$ cat config.mk
export PLATFORM = sky130hd
export DESIGN_NAME = radio_band_selector_flat
export DESIGN_NICKNAME = d
export VERILOG_FILES = /design/src/rtl/rbs_pkg.sv /design/src/rtl/rbs_chan_if.sv /design/src/rtl/rbs_lane.sv /design/src/rtl/rbs_merge.sv /design/src/rtl/radio_band_selector.sv /design/src/flat_wrapper.sv
export SDC_FILE = /design/constraint.sdc
export NUM_CORES = 1
export LEC_CHECK = 0
export ABC_AREA = 1
export BUFFER_PORTS_ARGS = -buffer_cell sky130_fd_sc_hd__clkbuf_2
export CORE_UTILIZATION = 45
export CTS_CLUSTER_SIZE = 10
export DETAILED_ROUTE_END_ITERATION = 7
export PLACE_DENSITY = 0.66
export SYNTH_ARGS = -nofsm -noshare
export SYNTH_HDL_FRONTEND = slang
export SYNTH_HIERARCHICAL = 1
export SYNTH_SLANG_ARGS = --single-unit
$ cat constraint.sdc
create_clock -name clk_i -period 7.9 [get_ports clk_i]
set_input_delay 0.79 -clock clk_i [delete_from_list [all_inputs] [get_ports clk_i]]
set_output_delay 0.79 -clock clk_i [all_outputs]
set_load 0.02 [all_outputs]
$ cat src/rtl/rbs_pkg.sv
// ----------------------------------------------------------------------------
// rbs_pkg: shared types, constants and preset tables
// Band tables, preset lookups and the lane control bundle used by the
// radio band selector and its lanes.
// ----------------------------------------------------------------------------
package rbs_pkg;

  localparam int unsigned BAND_COUNT = 3;

  // score arithmetic is 11-bit signed, wide enough for the blocked score
  localparam int unsigned SCORE_W = 11;

  typedef logic signed [SCORE_W-1:0] score_t;
  typedef logic signed [7:0]         floor_t;
  typedef logic [1:0]                band_t;

  // region codes
  typedef enum logic [1:0] {
    RGN_AMER  = 2'd0,
    RGN_EU    = 2'd1,
    RGN_APAC  = 2'd2,
    RGN_WORLD = 2'd3
  } region_e;

  // terrain codes
  typedef enum logic [1:0] {
    TRN_CITY  = 2'd0,
    TRN_FIELD = 2'd1,
    TRN_WOODS = 2'd2,
    TRN_BLEND = 2'd3
  } terrain_e;

  // configuration register indexes
  typedef enum logic {
    CFG_REGION  = 1'b0,
    CFG_TERRAIN = 1'b1
  } cfg_idx_e;

  // band indexes
  localparam band_t BAND_433 = 2'd0;
  localparam band_t BAND_868 = 2'd1;
  localparam band_t BAND_915 = 2'd2;

  // result status codes
  localparam logic STATUS_OK      = 1'b0;
  localparam logic STATUS_NO_BAND = 1'b1;

  localparam score_t SCORE_BLOCKED    = -11'sd1000;
  localparam floor_t FLOOR_RESET      = -8'sd120;
  localparam logic [6:0] LINK_GOOD    = 7'd50;
  localparam logic [6:0] BATTERY_LOW  = 7'd20;
  localparam score_t BONUS_OPEN       = 11'sd30;
  localparam score_t BONUS_URBAN      = 11'sd20;
  localparam score_t BONUS_LINK       = 11'sd15;
  localparam score_t PENALTY_HIGH_SF  = 11'sd10;
  localparam logic [3:0] SF_LIMIT     = 4'd9;

  // per-item controls shared by every lane
  typedef struct packed {
    region_e  region;
    terrain_e terrain;
    logic     battery_low;
    logic     link_good;
  } lane_ctrl_t;

  // one result item
  typedef struct packed {
    logic        status;
    band_t       band_index;
    logic [29:0] frequency_hz;
    logic [3:0]  spread_factor;
    logic [3:0]  coding_rate;
    logic [4:0]  tx_power_dbm;
  } result_t;

  // carrier frequency of a band
  function automatic logic [29:0] band_freq(band_t band);
    logic [29:0] f;
    case (band)
      BAND_433: f = 30'd433000000;
      BAND_868: f = 30'd868000000;
      BAND_915: f = 30'd915000000;
      default:  f = 30'd0;
    endcase
    return f;
  endfunction

  // band allowed in a region
  function automatic logic band_allowed(region_e region, band_t band);
    logic a;
    case (region)
      RGN_AMER:  a = (band == BAND_433) || (band == BAND_915);
      RGN_EU:    a = (band == BAND_433) || (band == BAND_868);
      RGN_APAC:  a = (band == BAND_433);
      RGN_WORLD: a = (band == BAND_433) || (band == BAND_868) ||
                     (band == BAND_915);
      default:   a = 1'b0;
    endcase
    return a;
  endfunction

  // transmit power ceiling per region and band
  function automatic logic [4:0] power_cap(region_e region, band_t band);
    logic [4:0] c;
    c = 5'd0;
    case (band)
      BAND_433: c = 5'd10;
      BAND_868: begin
        if (region == RGN_EU || region == RGN_WORLD) c = 5'd14;
      end
      BAND_915: begin
        if (region == RGN_AMER) c = 5'd30;
        else if (region == RGN_WORLD) c = 5'd20;
      end
      default: c = 5'd0;
    endcase
    return c;
  endfunction

  // spreading factor of the terrain preset
  function automatic logic [3:0] preset_sf(terrain_e terrain, band_t band);
    logic [3:0] sf;
    case (terrain)
      TRN_CITY:  sf = 4'd8;
      TRN_FIELD: sf = (band == BAND_433) ? 4'd10 : 4'd9;
      TRN_WOODS: sf = (band == BAND_433) ? 4'd11 : 4'd10;
      TRN_BLEND: sf = 4'd9;
      default:   sf = 4'd0;
    endcase
    return sf;
  endfunction

  // coding rate denominator of the terrain preset
  function automatic logic [3:0] preset_cr(terrain_e terrain, band_t band);
    logic [3:0] cr;
    case (terrain)
      TRN_CITY:  cr = 4'd5;
      TRN_WOODS: cr = (band == BAND_433) ? 4'd7 : 4'd6;
      TRN_FIELD,
      TRN_BLEND: cr = 4'd6;
      default:   cr = 4'd0;
    endcase
    return cr;
  endfunction

  // transmit power of the terrain preset
  function automatic logic [4:0] preset_tx(terrain_e terrain, band_t band);
    logic [4:0] tx;
    case (terrain)
      TRN_CITY:  tx = 5'd12;
      TRN_FIELD,
      TRN_WOODS: tx = (band == BAND_868) ? 5'd14 : 5'd17;
      TRN_BLEND: tx = (band == BAND_868) ? 5'd12 : 5'd15;
      default:   tx = 5'd0;
    endcase
    return tx;
  endfunction

  // low battery penalty of five per band step
  function automatic score_t band_penalty(band_t band);
    score_t p;
    case (band)
      BAND_433: p = 11'sd0;
      BAND_868: p = 11'sd5;
      BAND_915: p = 11'sd10;
      default:  p = 11'sd15;
    endcase
    return p;
  endfunction

endpackage

$ cat src/rtl/rbs_chan_if.sv
// ----------------------------------------------------------------------------
// rbs_chan_if: valid/ready channels of the radio band selector
// Request channel with noise floors and link data, and result channel
// with the chosen band preset.
// ----------------------------------------------------------------------------
interface rbs_in_if;
  logic                valid;
  logic                ready;
  logic                noise_update;
  logic signed [7:0]   noise_low_band;
  logic signed [7:0]   noise_mid_band;
  logic signed [7:0]   noise_high_band;
  logic [6:0]          battery_percent;
  logic [6:0]          link_score;

  modport source (
    output valid, noise_update, noise_low_band, noise_mid_band,
           noise_high_band, battery_percent, link_score,
    input  ready
  );
  modport sink (
    input  valid, noise_update, noise_low_band, noise_mid_band,
           noise_high_band, battery_percent, link_score,
    output ready
  );
endinterface

interface rbs_out_if;
  logic        valid;
  logic        ready;
  logic        status;
  logic [1:0]  band_index;
  logic [29:0] frequency_hz;
  logic [3:0]  spread_factor;
  logic [3:0]  coding_rate;
  logic [4:0]  tx_power_dbm;

  modport source (
    output valid, status, band_index, frequency_hz, spread_factor,
           coding_rate, tx_power_dbm,
    input  ready
  );
  modport sink (
    input  valid, status, band_index, frequency_hz, spread_factor,
           coding_rate, tx_power_dbm,
    output ready
  );
endinterface

$ cat src/rtl/rbs_lane.sv
// ----------------------------------------------------------------------------
// rbs_lane: score of one band
// Forms the band score from its noise floor, battery, terrain, region
// and link quality in one combinational pass.
// ----------------------------------------------------------------------------
module rbs_lane (
  input  rbs_pkg::band_t      band_i,
  input  rbs_pkg::lane_ctrl_t ctrl_i,
  input  rbs_pkg::floor_t     floor_i,
  input  logic                is_current_i,
  output rbs_pkg::score_t     score_o
);

  logic signed [9:0] diff;
  logic signed [9:0] diff_adj;
  logic signed [9:0] half;
  rbs_pkg::score_t   s;

  // noise term: (reset floor - floor) / 2, truncated toward zero
  always_comb begin
    diff     = 10'(rbs_pkg::FLOOR_RESET) - 10'(floor_i);
    diff_adj = diff + signed'({9'd0, diff[9]});
    half     = diff_adj >>> 1;
  end

  // penalties and bonuses
  always_comb begin
    s = 11'(half);
    if (ctrl_i.battery_low) begin
      s = s - rbs_pkg::band_penalty(band_i);
      if (rbs_pkg::preset_sf(ctrl_i.terrain, band_i) > rbs_pkg::SF_LIMIT) begin
        s = s - rbs_pkg::PENALTY_HIGH_SF;
      end
    end
    case (ctrl_i.terrain)
      rbs_pkg::TRN_CITY: begin
        if (band_i != rbs_pkg::BAND_433) s = s + rbs_pkg::BONUS_URBAN;
      end
      rbs_pkg::TRN_FIELD, rbs_pkg::TRN_WOODS: begin
        if (band_i == rbs_pkg::BAND_433) s = s + rbs_pkg::BONUS_OPEN;
      end
      default: s = s;
    endcase
    if (is_current_i && ctrl_i.link_good) begin
      s = s + rbs_pkg::BONUS_LINK;
    end
    if (!rbs_pkg::band_allowed(ctrl_i.region, band_i)) begin
      s = rbs_pkg::SCORE_BLOCKED;
    end
    score_o = s;
  end

endmodule

$ cat src/rtl/rbs_merge.sv
// ----------------------------------------------------------------------------
// rbs_merge: best band selection and preset lookup
// Picks the first band with the highest score and builds the result
// item, with the transmit power clamped to the region ceiling.
// ----------------------------------------------------------------------------
module rbs_merge (
  input  rbs_pkg::score_t     score_i [rbs_pkg::BAND_COUNT],
  input  rbs_pkg::lane_ctrl_t ctrl_i,
  output rbs_pkg::result_t    result_o
);

  rbs_pkg::band_t  best;
  rbs_pkg::score_t best_score;
  logic [4:0]      tx;
  logic [4:0]      cap;

  // first highest score wins ties
  always_comb begin
    best       = rbs_pkg::BAND_433;
    best_score = score_i[0];
    if (score_i[1] > best_score) begin
      best       = rbs_pkg::BAND_868;
      best_score = score_i[1];
    end
    if (score_i[2] > best_score) begin
      best       = rbs_pkg::BAND_915;
      best_score = score_i[2];
    end
  end

  // preset lookup and power clamp
  always_comb begin
    tx  = rbs_pkg::preset_tx(ctrl_i.terrain, best);
    cap = rbs_pkg::power_cap(ctrl_i.region, best);
    if (tx > cap) tx = cap;
    if (best_score < 0) begin
      result_o        = '0;
      result_o.status = rbs_pkg::STATUS_NO_BAND;
    end else begin
      result_o.status        = rbs_pkg::STATUS_OK;
      result_o.band_index    = best;
      result_o.frequency_hz  = rbs_pkg::band_freq(best);
      result_o.spread_factor = rbs_pkg::preset_sf(ctrl_i.terrain, best);
      result_o.coding_rate   = rbs_pkg::preset_cr(ctrl_i.terrain, best);
      result_o.tx_power_dbm  = tx;
    end
  end

endmodule

$ cat src/rtl/radio_band_selector.sv
// ----------------------------------------------------------------------------
// radio_band_selector: three-band radio band chooser
// Three score lanes run side by side, a merge stage picks the winner and
// an output register holds the result until the sink takes it.
// ----------------------------------------------------------------------------
//  channel   dir   handshake        payload
//  in_i      in    valid / ready    noise update, three floors, battery, link
//  out_o     out   valid / ready    status, band, frequency, sf, cr, tx power
//  cfg       in    cfg_we_i         cfg_idx_i, cfg_wdata_i (region, terrain)
//
// One item per cycle; an item's result is in the output register in the cycle
// after its transfer. Scoring, selection and lookup are combinational, as the
// current band feeds back into the next item's link bonus.
// A new item is taken while the output register is empty or being drained.
// Reset clears the output valid, sets region and terrain to global/mixed,
// the noise floors to -120 dBm and the current band to 433 MHz.
// ----------------------------------------------------------------------------
module radio_band_selector (
  input  logic             clk_i,
  input  logic             rst_ni,
  input  logic             cfg_we_i,
  input  logic             cfg_idx_i,
  input  logic [1:0]       cfg_wdata_i,
  rbs_in_if.sink           in_i,
  rbs_out_if.source        out_o
);

  rbs_pkg::region_e     region_q;
  rbs_pkg::terrain_e    terrain_q;
  rbs_pkg::floor_t      floor_q [rbs_pkg::BAND_COUNT];
  rbs_pkg::floor_t      floor_d [rbs_pkg::BAND_COUNT];
  rbs_pkg::band_t       cur_band_q;
  rbs_pkg::score_t      score [rbs_pkg::BAND_COUNT];
  rbs_pkg::lane_ctrl_t  ctrl;
  rbs_pkg::result_t     result_d;
  rbs_pkg::result_t     result_q;
  logic                 out_valid_q;
  logic                 in_xfer;

  // configuration writes
  always_ff @(posedge clk_i or negedge rst_ni) begin
    if (!rst_ni) begin
      region_q  <= rbs_pkg::RGN_WORLD;
      terrain_q <= rbs_pkg::TRN_BLEND;
    end else if (cfg_we_i) begin
      case (cfg_idx_i)
        rbs_pkg::CFG_REGION:  region_q  <= rbs_pkg::region_e'(cfg_wdata_i);
        rbs_pkg::CFG_TERRAIN: terrain_q <= rbs_pkg::terrain_e'(cfg_wdata_i);
        default: ;
      endcase
    end
  end

  // input transfer
  assign in_i.ready = !out_valid_q || out_o.ready;
  assign in_xfer    = in_i.valid && in_i.ready;

  // floors seen by this item, the item's own update first
  always_comb begin
    if (in_i.noise_update) begin
      floor_d[0] = in_i.noise_low_band;
      floor_d[1] = in_i.noise_mid_band;
      floor_d[2] = in_i.noise_high_band;
    end else begin
      floor_d = floor_q;
    end
  end

  always_comb begin
    ctrl.region      = region_q;
    ctrl.terrain     = terrain_q;
    ctrl.battery_low = in_i.battery_percent < rbs_pkg::BATTERY_LOW;
    ctrl.link_good   = in_i.link_score > rbs_pkg::LINK_GOOD;
  end

  // score lanes
  for (genvar b = 0; b < rbs_pkg::BAND_COUNT; b++) begin : g_lane
    rbs_lane u_lane (
      .band_i       (rbs_pkg::band_t'(b)),
      .ctrl_i       (ctrl),
      .floor_i      (floor_d[b]),
      .is_current_i (cur_band_q == rbs_pkg::band_t'(b)),
      .score_o      (score[b])
    );
  end

  // merge stage
  rbs_merge u_merge (
    .score_i  (score),
    .ctrl_i   (ctrl),
    .result_o (result_d)
  );

  // stored floors and current band
  always_ff @(posedge clk_i or negedge rst_ni) begin
    if (!rst_ni) begin
      for (int i = 0; i < rbs_pkg::BAND_COUNT; i++) begin
        floor_q[i] <= rbs_pkg::FLOOR_RESET;
      end
      cur_band_q <= rbs_pkg::BAND_433;
    end else if (in_xfer) begin
      floor_q <= floor_d;
      if (result_d.status == rbs_pkg::STATUS_OK) begin
        cur_band_q <= result_d.band_index;
      end
    end
  end

  // output register
  always_ff @(posedge clk_i or negedge rst_ni) begin
    if (!rst_ni) begin
      out_valid_q <= 1'b0;
    end else if (in_xfer) begin
      out_valid_q <= 1'b1;
    end else if (out_o.ready) begin
      out_valid_q <= 1'b0;
    end
  end

  always_ff @(posedge clk_i) begin
    if (in_xfer) begin
      result_q <= result_d;
    end
  end

  assign out_o.valid         = out_valid_q;
  assign out_o.status        = result_q.status;
  assign out_o.band_index    = result_q.band_index;
  assign out_o.frequency_hz  = result_q.frequency_hz;
  assign out_o.spread_factor = result_q.spread_factor;
  assign out_o.coding_rate   = result_q.coding_rate;
  assign out_o.tx_power_dbm  = result_q.tx_power_dbm;

  // a chosen band becomes the current band
  a_cur_band: assert property (@(posedge clk_i) disable iff (!rst_ni)
    in_xfer |=> (out_o.status == rbs_pkg::STATUS_NO_BAND) ||
                (cur_band_q == out_o.band_index))
    else $error("current band does not follow the chosen band");

  // a failure result carries no preset
  a_fail_zero: assert property (@(posedge clk_i) disable iff (!rst_ni)
    (out_valid_q && out_o.status == rbs_pkg::STATUS_NO_BAND) |->
      (out_o.frequency_hz == 30'd0 && out_o.tx_power_dbm == 5'd0 &&
       out_o.band_index == rbs_pkg::BAND_433))
    else $error("failure result carries preset fields");

  // no band index beyond the three bands
  a_band_range: assert property (@(posedge clk_i) disable iff (!rst_ni)
    out_valid_q |-> (out_o.band_index != 2'd3))
    else $error("band index out of range");

  // an empty output register never blocks input
  a_ready_empty: assert property (@(posedge clk_i) disable iff (!rst_ni)
    !out_valid_q |-> in_i.ready)
    else $error("input stalled with empty output register");

endmodule
$ cat src/flat_wrapper.sv
// flat-port wrapper written by rule: the top's interface ports become plain ports
module radio_band_selector_flat 
  (clk_i, rst_ni, cfg_we_i, cfg_idx_i, cfg_wdata_i, in_i_valid, in_i_noise_update, in_i_noise_low_band, in_i_noise_mid_band, in_i_noise_high_band, in_i_battery_percent, in_i_link_score, in_i_ready, out_o_valid, out_o_status, out_o_band_index, out_o_frequency_hz, out_o_spread_factor, out_o_coding_rate, out_o_tx_power_dbm, out_o_ready);
  rbs_in_if in_i_i ();
  rbs_out_if out_o_i ();
  input  logic clk_i;
  input  logic rst_ni;
  input  logic cfg_we_i;
  input  logic cfg_idx_i;
  input  logic [1:0] cfg_wdata_i;
  input wire logic [$bits(in_i_i.valid)-1:0] in_i_valid;
  input wire logic [$bits(in_i_i.noise_update)-1:0] in_i_noise_update;
  input wire logic [$bits(in_i_i.noise_low_band)-1:0] in_i_noise_low_band;
  input wire logic [$bits(in_i_i.noise_mid_band)-1:0] in_i_noise_mid_band;
  input wire logic [$bits(in_i_i.noise_high_band)-1:0] in_i_noise_high_band;
  input wire logic [$bits(in_i_i.battery_percent)-1:0] in_i_battery_percent;
  input wire logic [$bits(in_i_i.link_score)-1:0] in_i_link_score;
  output wire logic [$bits(in_i_i.ready)-1:0] in_i_ready;
  output wire logic [$bits(out_o_i.valid)-1:0] out_o_valid;
  output wire logic [$bits(out_o_i.status)-1:0] out_o_status;
  output wire logic [$bits(out_o_i.band_index)-1:0] out_o_band_index;
  output wire logic [$bits(out_o_i.frequency_hz)-1:0] out_o_frequency_hz;
  output wire logic [$bits(out_o_i.spread_factor)-1:0] out_o_spread_factor;
  output wire logic [$bits(out_o_i.coding_rate)-1:0] out_o_coding_rate;
  output wire logic [$bits(out_o_i.tx_power_dbm)-1:0] out_o_tx_power_dbm;
  input wire logic [$bits(out_o_i.ready)-1:0] out_o_ready;
  assign in_i_i.valid = in_i_valid;
  assign in_i_i.noise_update = in_i_noise_update;
  assign in_i_i.noise_low_band = in_i_noise_low_band;
  assign in_i_i.noise_mid_band = in_i_noise_mid_band;
  assign in_i_i.noise_high_band = in_i_noise_high_band;
  assign in_i_i.battery_percent = in_i_battery_percent;
  assign in_i_i.link_score = in_i_link_score;
  assign in_i_ready = in_i_i.ready;
  assign out_o_valid = out_o_i.valid;
  assign out_o_status = out_o_i.status;
  assign out_o_band_index = out_o_i.band_index;
  assign out_o_frequency_hz = out_o_i.frequency_hz;
  assign out_o_spread_factor = out_o_i.spread_factor;
  assign out_o_coding_rate = out_o_i.coding_rate;
  assign out_o_tx_power_dbm = out_o_i.tx_power_dbm;
  assign out_o_i.ready = out_o_ready;
  radio_band_selector u_core (.clk_i(clk_i), .rst_ni(rst_ni), .cfg_we_i(cfg_we_i), .cfg_idx_i(cfg_idx_i), .cfg_wdata_i(cfg_wdata_i), .in_i(in_i_i), .out_o(out_o_i));
endmodule
---- Word level (Yosys, flattened, before mapping) ----
Cells that the tools add are included.
word-level totals
  output and inout bits ................... 48
  logic and storage cells ................. 120
  register bits after elaboration ......... 77
  input bits .............................. 47
operators by class
  reductions and logical operators ........ 22
  add/subtract/negate cells ............... 18
  bitwise logic cells ..................... 2
  $lt $le $gt $ge ......................... 8
  mux-type cells .......................... 47
  eq/ne operators ......................... 10
operator list
  operator                                                                        count
  11-bit 2-to-1 mux                                                               20
  30-bit case mux with 3 select lines                                             1
  46-bit 2-to-1 mux                                                               1
  11-bit by 5-bit adder with 11-bit output (second input constant)                3
  11-bit by 6-bit adder with 11-bit output (second input constant)                3
  11-bit by 5-bit subtractor with 11-bit output (second input constant)           3
  9-bit by 11-bit subtractor with 11-bit output                                   3
  4-bit case mux with 4 select lines                                              2
  9-bit by 2-bit adder with 10-bit output                                         3
  5-bit case mux with 3 select lines                                              2
  8-bit by 8-bit subtractor with 9-bit output (first input constant)              3
  24-bit 2-to-1 mux                                                               1
  4-bit case mux with 3 select lines                                              2
  11-bit > comparator                                                             2
  5-bit 2-to-1 mux                                                                4
  2-bit == test (second input constant)                                           6
  4-bit 2-to-1 mux                                                                3
  2-bit OR reduction                                                              6
  11-bit by 1-bit less-than comparator with 1-bit output (second input constant)  1
  2-bit by 1-bit == test with 1-bit output (second input constant)                4
  4-bit > comparator (second input constant)                                      2
  2-bit logical NOT                                                               4
  7-bit by 6-bit > comparator with 1-bit output (second input constant)           1
  7-bit by 5-bit less-than comparator with 1-bit output (second input constant)   1
  11 further kinds                                                                26

---- Logic depth before layout (Yosys ltp) ----
Gate-level depths: netlist of the first run.
  word-level depth ........................ 24
  depth in mapped cells ................... 80
  mapped depth without buffers ............ 77

---- Hierarchy ----
Netlist of the first run, hierarchy kept.
by module, submodules not included
  module                                  area each (um^2)  cells each  times used  seq. area each (um^2)
  rbs_lane (u_core.g_lane[0].u_lane ...)  1920.6            361         2           0.0
  radio_band_selector                     3054.2            273         1           2169.6
  rbs_lane (u_core.g_lane[1].u_lane)      1913.1            379         1           0.0
  rbs_merge                               1440.1            245         1           0.0

---- Worst setup path after synthesis of the first run ----
Ideal clock, no wire load.
  path kind ............................... input to register
  start point ............................. input in_i_noise_update
  end point ............................... register u_core.result_q, in the netlist u_core/out_o.tx_power_dbm[2] (data pin)
  setup time .............................. 0.253 ns
  stages on the path ...................... 67
  buffers on the path ..................... 2
  path slack .............................. -0.975 ns
  arrival ................................. 8.622 ns
  data required time ...................... 7.647 ns
  cells stage by stage .................... clkbuf_2 -> o21ai_0 -> inv_2 -> ha_1 -> nand2_2 -> nand2_4 -> a21oi_4 -> ha_1 -> inv_1 -> nor2_1 -> inv_1 -> nand2_1 -> inv_1 -> fa_1 -> nand2_1 -> inv_1 -> nor2_1 -> inv_1 -> (+31 left out) -> a21oi_1 -> o21ai_0 -> nand2_1 -> nand3_1 -> nand2_2 -> nand3_4 -> nand2_4 -> inv_2 -> nand2_1 -> nand3_1 -> ha_1 -> inv_1 -> nor2_1 -> nor2_1 -> o21ai_0 -> nand2_2 -> nor2_1 -> nor2_1
RTL lines
  what                  RTL line                    RTL
  start, declared       flat_wrapper.sv:12          input wire logic [$bits(in_i_i.noise_update)-1:0] in_i_noise_update;
  end signal, assigned  radio_band_selector.sv:122  result_q <= result_d;
  end, declared         radio_band_selector.sv:36   rbs_pkg::result_t result_q;

==> results of run 1 <==
## logic make-up (layout without fill, tap and decap cells)
family | after synthesis | count (layout) | synth area share (%)
compound gates | 192 | 192 | 11.2
xor+xnor | 14 | 14 | 1.34
fa+ha+maj | 90 | 90 | 11.2
buf+inv | 319 | 580 | 13.2
flops | 77 | 77 | 21.2
other cells | 3 | 25 | 0.110
simple gates | 924 | 924 | 41.7
## timing repair
action	in CTS	in global routing
endpoints found under the setup margin	5	39
resized for setup	31	135
pin swaps	29	81
setup buffers	27	15
gates cloned	3	0
## flip-flops by register name, summed over array words and instances (netlist names), 4 cells and up
| register | count |
|---|---|
| u_core/out_o.coding_rate | 4 |
| u_core/out_o.spread_factor | 4 |
| u_core/out_o.tx_power_dbm | 5 |
| u_core/floor_q | 24 |
| u_core/out_o.frequency_hz | 30 |
## worst paths after layout
check	start	to	slack [ns]
max reg2reg	u_core/floor_q[23]$_DFFE_PN1P_	u_core/out_o.tx_power_dbm[2]$_DFFE_PP_	-0.21
min reg2reg	u_core/floor_q[15]$_DFFE_PN1P_	u_core/floor_q[15]$_DFFE_PN1P_	0.47
min	u_core/floor_q[15]$_DFFE_PN1P_	u_core/floor_q[15]$_DFFE_PN1P_	0.47
min in group asynchronous	rst_ni	u_core/floor_q[22]$_DFFE_PN0P_	0.53
max	in_i_noise_update	u_core/out_o.tx_power_dbm[2]$_DFFE_PP_	-0.43
max in group asynchronous	rst_ni	u_core/floor_q[2]$_DFFE_PN0P_	6.83
## synth_stat cells (4+ instances only)
cell	count
nand2_1	526
inv_1	225
nand3_1	123
nor2_1	108
ha_1	87
o21ai_0	71
nand2_2	54
a21oi_1	53
edfxtp_1	46
inv_2	39
buf_4	29
nand3_2	27
nand4_1	23
nor2_2	23
dfrtp_1	21
nand2_4	19
o21ai_1	18
o21ai_2	18
dfstp_2	10
buf_2	8
clkbuf_1	8
o211ai_1	8
xor2_1	7
clkinv_1	6
nor2_4	6
xnor2_1	5
and2_1	4
or2_2	4
## critical path: cells and delay by family
kind | cells | cell delay (ns)
AOI/OAI and AO/OA | 7 | 0.93
and+or+nand+nor | 39 | 3.67
buffers and inverters | 15 | 1.05
adders and majority gates | 7 | 1.94
## stage by stage
step	total power, mW	instance area (sq um)	setup TNS (ns)	util (%)
3_3_place_gp	3.52	12200	-3.00	55.1
5_1_grt	5.17	13400	-10.03	60.7
3_5_place_dp	3.59	12200	-5.39	55.1
2_1_floorplan	2.77	10500	-1.28	-
6_report	4.73	13400	-1.99	60.7
4_1_cts	4.21	12800	-1.13	57.9
## power groups by stage
stage	Combinational, mW	Clock (mW)	Sequential [mW]
after detailed placement	2.96	0	0.624
after CTS	3.16	0.429	0.617
final	3.70	0.416	0.616
after floorplan	2.06	0	0.705
after global placement	2.90	0	0.620
after global routing	4.09	0.446	0.626
## cells in the final DEF, fill, tap and decap left out, types with 5 or more instances in the layout
cell type / n
nand2_1: 491
nor2_4: 22
nand3_2: 35
ha_1: 74
nand3_1: 113
clkbuf_16: 10
nor2_2: 28
o21ai_4: 8
conb_1: 25
inv_2: 53
dfrtp_1: 21
nand2_4: 26
o21ai_0: 46
o211ai_1: 8
buf_4: 187
nand4_1: 23
ha_4: 13
dfstp_2: 10
clkbuf_2: 91
edfxtp_1: 46
o21ai_1: 27
nand2_2: 82
xor2_1: 6
xnor2_1: 5
a21oi_2: 8
o21ai_2: 27
nor2_1: 87
inv_1: 206
clkinv_1: 6
a21oi_1: 47
buf_6: 8
## cell type report
cell class                 instances  area, sq um  share of cell area, %
timing repair inverter             2         17.5                  0.131
clock buffer                       9          225                   1.68
clock inverter                     7         70.1                  0.523
timing repair buffer             292         2070                   15.5
sequential                        77         2170                   16.2
tap                              280          350                   2.61
inverter                         270         1030                   7.69
multi-input combinational       1245         7470                   55.7
## per-layer routing
layer  GRT usage [%]  wire, microns  vias up
met4            5.15            443        0
met2            39.9          12600      177
met1            27.4          12000     4793
li1                -              -     5649
met3            2.41            725       28
met5               0              0        -
==> reports/qor.yml, run 1 <==
clock_tree:
  clk_path_buf_depth: 2
  cts_hold_buf: 0
  clk_pin_slew_ns: 0.07
  cts.sink_count: 77
  h-tree-depth: 3
  cts_tree: "yes"
  cts_buffers: 9
  cts_root_buf: "clkbuf_16"
  clkLatencyLatePin_ns: 0.36
final_layout:
  fin_cells: 2182
  nNetsFinal: 2034
  syn2layout_area_growth_pct: 30.8
  n_antenna_cell: 0
  final_layout_size_suffix_gt1_share_pct: 33.9
  fillers: 2028
power:
  p_sw_mw: 2.37
  ir_drop_uv: 198
  p_leak_nw: 7.09
  sw_frac_of_total_pct: 50.1
  pwr-share-comb_pct: 78.2
  p_per_area_mw_per_mm2: 353
  pwr-share-clk_pct: 8.8
  p_seq_share_pct: 13.0
  p_int_mw: 2.36
yosys:
  synth.area.top_cells: "nand2_1 (19%), edfxtp_1 (13%), ha_1 (11%)"
  synth_edf_count: 46
  syn-cell-area_sq_mm: 0.0102
  synthCells: 1619
  syn_avg_cell_area_sq_um: 6.33
  ys_warn_count: 6
  synth.distinct_cells: 50
  synth_top_area_share_pct: 19.3
  synth_top_area_cell: "nand2_1"
  synth-main-ff-cell: "edfxtp_1"
  synthArstFlopShare_pct: 40.3
  ys_seq_area_share_pct: 21.2
  ys_ff_latch: 77
run:
  cap_viol_max_count: 0
global_route:
  grt_pass1_wl_mm: 43.1
  grt_overflow: 0
  grt_pass1_vias: 9832
  antenna_found_initial: 0
  grt_usage_pct: 21.9
  grt_max_degree: 71
worst_hold_path:
  worstHoldPathCells: 2
  hp-class: "reg -> reg"
worst_setup_path:
  crit_type: "in -> reg"
  crit_path_top_delay_cell: "fa_1"
  crit_fanout: 13
  required_ns: 8.01
  cpPeakStageDelay_ns: 0.46
  crit_top_cell: "nand2_1"
  endpoint_kind: "register"
  cp.arrival_ns: 8.44
  rr_worst_depth: 65
  startpoint_type: "primary input"
floorplanning:
  fp.dieW_microns: 153
  coreArea_sq_mm: 0.0221
  die_h_microns: 153
  die_area_sq_mm: 0.0234
  fp-row-count: 54
  initial_core_util_pct: 46.4
  ioPinCount: 95
timing:
  setup_ws_ns: -0.427
  fin_skew_ns: 0.0148
  layout_min_cycle_time_ns: 8.33
  hold_violations: 0
  min_period_over_period_pct: 105
  whs_ns: 0.470
  setup_violations: 5
  maxSlewHeadroom_pct: 43.3
  rsz0062_at_grt: "true"
  worst_pin_slew_ns: 0.850
  max_freq_ghz: 0.120
  slew_violations: 0
placed_design:
  post-place-ws_ns: -0.790
  dp.final_hpwl_mm: 19.5
  port_buffers: 92
  dp_cells: 2122
  place.gp.congestion: 0.806
detailed_routing:
  route.detailed.drc: 0
  wl_mm: 25.8
  vias: 10647
  via_per_inst: 4.88
  final_antenna_net_count: 0
  drtIter0Drc: 446
  firstDrtPassIters: 5
  drt-wirelength-per-cell_microns: 11.8
outcome:
  status: "finished with violations"
  violations: "setup timing"
Note: power is estimated with default switching activity, not from simulation.
==> inputs of run 2 (changes only) <==
--- a/config.mk
+++ b/config.mk
@@ -7,10 +7,12 @@
 export LEC_CHECK = 0
 export ABC_AREA = 1
 export BUFFER_PORTS_ARGS = -buffer_cell sky130_fd_sc_hd__clkbuf_2
-export CORE_UTILIZATION = 45
+export CELL_PAD_IN_SITES_DETAIL_PLACEMENT = 1
+export CELL_PAD_IN_SITES_GLOBAL_PLACEMENT = 1
+export CORE_UTILIZATION = 40
 export CTS_CLUSTER_SIZE = 10
 export DETAILED_ROUTE_END_ITERATION = 7
-export PLACE_DENSITY = 0.66
+export PLACE_DENSITY_LB_ADDON = 0.12
 export SYNTH_ARGS = -nofsm -noshare
 export SYNTH_HDL_FRONTEND = slang
 export SYNTH_HIERARCHICAL = 1
==> reports/qor.yml, run 2 (same netlist as run 1, synthesis figures left out) <==
outcome:
  status: "finished with violations"  # unchanged
  violations: "setup timing"  # unchanged
clock_tree:
  clkLatencyLatePin_ns: 0.37  # was 0.36 ns
  h-tree-depth: 3  # unchanged
  cts_hold_buf: 0  # unchanged
  clk_pin_slew_ns: 0.08  # was 0.07 ns
  cts.sink_count: 77  # unchanged
  cts_tree: "yes"  # unchanged
  cts_root_buf: "clkbuf_16"  # unchanged
  cts_buffers: 9  # unchanged
  clk_path_buf_depth: 2  # unchanged
detailed_routing:
  drtIter0Drc: 444  # was 446
  final_antenna_net_count: 0  # unchanged
  drt-wirelength-per-cell_microns: 14.4  # was 11.8 microns
  route.detailed.drc: 0  # unchanged
  wl_mm: 32.2  # was 25.8 mm
  via_per_inst: 4.95  # was 4.88
  vias: 11042  # was 10.6k
  firstDrtPassIters: 5  # unchanged
placed_design:
  place.gp.congestion: 0.861  # was 0.806
  dp.final_hpwl_mm: 24.8  # was 19.5 mm
  port_buffers: 92  # unchanged
  placed_area_sq_mm: 0.0123  # was 0.0122 sq mm
final_layout:
  n_antenna_cell: 0  # unchanged
  syn2layout_area_growth_pct: 31.0  # was 30.8%
  final_common_cell: "nand2_1"  # unchanged
  finalInstanceArea_sq_mm: 0.0134  # about the same
  largest_register_ffs: 30  # unchanged
  nNetsFinal: 2033  # was 2034
  mostFrequentLayoutCells: "nand2_1 (496), inv_1 (204), buf_4 (190), nand3_1 (112), clkbuf_2 (91)"  # was nand2_1 (491), inv_1 (206), buf_4 (187), nand3_1 (113), clkbuf_2 (91)
  final_layout_size_suffix_gt1_share_pct: 33.8  # was 33.9%
floorplanning:
  initial_core_util_pct: 40.7  # was 46.4%
  die_h_microns: 162  # was 153 microns
  die_area_sq_mm: 0.0263  # was 0.0234 sq mm
  fp.dieW_microns: 162  # was 153 microns
  ioPinCount: 95  # unchanged
  fp-row-count: 58  # was 54
  coreArea_sq_mm: 0.0252  # was 0.0221 sq mm
power:
  p_per_area_mw_per_mm2: 369  # was 353 mW/mm^2
  ir_drop_uv: 262  # was 198 uV
  power_mw: 4.96  # was 4.73 mW
  p_leak_nw: 7.06  # was 7.09 nW
worst_hold_path:
  hp-class: "reg -> reg"  # unchanged
timing:
  min_period_over_period_pct: 110  # was 105%
  maxSlewHeadroom_pct: 40.3  # was 43.3%
  tns_ns: -6.26  # was -1.99 ns
  hold_violations: 0  # unchanged
  setup_ws_ns: -0.794  # was -0.427 ns
  fin_skew_ns: 0.0216  # was 0.0148 ns
  setup_violations: 27  # was 5
  max_freq_ghz: 0.115  # was 0.120 GHz
  slew_violations: 0  # unchanged
  rsz0062_at_grt: "true"  # unchanged
  worst_pin_slew_ns: 0.896  # was 0.850 ns
  layout_min_cycle_time_ns: 8.69  # was 8.33 ns
worst_setup_path:
  cp_top_family: "simple AND/OR/NAND/NOR gates"  # unchanged
  ff2ff_setup_slack_ns: -0.52  # was -0.21 ns
  startpoint_type: "primary input"  # unchanged
  crit_buf_inv: 13  # was 15
  crit_type: "in -> reg"  # unchanged
  crit_top_cell: "nand2_2"  # was nand2_1
  crit_path_top_delay_cell: "fa_1"  # unchanged
  required_ns: 8.02  # was 8.01 ns
  crit_fanout: 7  # was 13
  cp.arrival_ns: 8.82  # was 8.44 ns
  cpPeakStageDelay_ns: 0.45  # was 0.46 ns
  endpoint_kind: "register"  # unchanged
global_route:
  grt_pass1_wl_mm: 51.5  # was 43.1 mm
  grt_pass1_vias: 11457  # was 9832
  grt_overflow: 0  # unchanged
  grt_max_degree: 55  # was 71
  grt_usage_pct: 23.7  # was 21.9%
  antenna_found_initial: 0  # unchanged
run:
  cap_viol_max_count: 0  # unchanged
-- run 2: cell types whose count changed in the layout (fill, tap and decap cells not counted), moves of 2 or more --
cell / delta
buf_4: +3
buf_6: -6
buf_8: +2
clkinv_8: +2
ha_1: -2
inv_1: -2
inv_4: +2
nand2_1: +5
nand2_2: -6
nor2_1: -2
o21ai_1: +4
o21ai_4: -3
-- run 2: worst paths after layout --
path	startpoint	to	cells past startpoint
min in group asynchronous	rst_ni	u_core/floor_q[20]$_DFFE_PN0P_	1
worst max register to register	u_core/floor_q[17]$_DFFE_PN0P_	u_core/out_o.tx_power_dbm[2]$_DFFE_PP_	64
worst min-delay path	u_core/floor_q[11]$_DFFE_PN1P_	u_core/floor_q[11]$_DFFE_PN1P_	2
worst max-delay path	in_i_noise_update	u_core/out_o.tx_power_dbm[2]$_DFFE_PP_	65
worst min register to register	u_core/floor_q[11]$_DFFE_PN1P_	u_core/floor_q[11]$_DFFE_PN1P_	2
max in group asynchronous	rst_ni	u_core/cur_band_q[0]$_DFFE_PN0P_	1
-- run 2: layout make-up --
| class | instances | area (sq um) |
|---|---|---|
| Clock buffer | 9 | 225 |
| Clock inverter | 7 | 80.1 |
| Fill cell | 3396 | 11800 |
| Inverter | 270 | 1030 |
| Multi-Input combinational cell | 1245 | 7440 |
| Sequential cell | 77 | 2170 |
| Tap cell | 330 | 413 |
| Timing Repair Buffer | 290 | 2040 |
| Timing Repair inverter | 3 | 31.3 |
-- run 2: worst reg2reg max path: cells and delay by family (launching register included) --
kind	cells	cell delay [ns]
simple gates	36	3.55
fa+ha+maj	8	2.10
compound gates	8	1.23
buf+inv	12	0.94
flops	1	0.37
-- run 2: metal layers --
layer / track usage (%) / routed length (microns) / vias up
met5: 0 / 0 / -
met4: 5.87 / 691 / 0
met3: 3.14 / 865 / 47
met2: 44.9 / 16600 / 158
met1: 28.0 / 14100 / 5191
li1: - / - / 5646
-- run 2: repair_timing --
item                       4_1_cts  5_1_grt
gates resized for setup          8      155
setup endpoints to repair       18       39
gates cloned                     0        4
buffers inserted                 4       24
pin swaps                        9       67
-- run 2: metrics by stage --
stage / hold slack, ns / cells / setup slack (ns) / utilization [%]
6_report: 0.477 / 2231 / -0.794 / 53.3
5_1_grt: 0.507 / 2231 / -1.31 / 53.3
4_1_cts: 0.477 / 2203 / -0.484 / 50.4
3_5_place_dp: 0.460 / 2183 / -1.09 / 49.0
3_3_place_gp: 0.457 / 2183 / -0.670 / 49.0
2_1_floorplan: 0.447 / 1641 / -0.274 / -
-- run 2: where the power goes --
group          total, mW  switching (mW)  internal, mW  leakage (nW)
logic               3.89            2.30          1.59          6.09
registers          0.623          0.0501         0.573         0.825
clock network      0.439           0.214         0.225         0.146
total               4.96            2.57          2.39          7.06
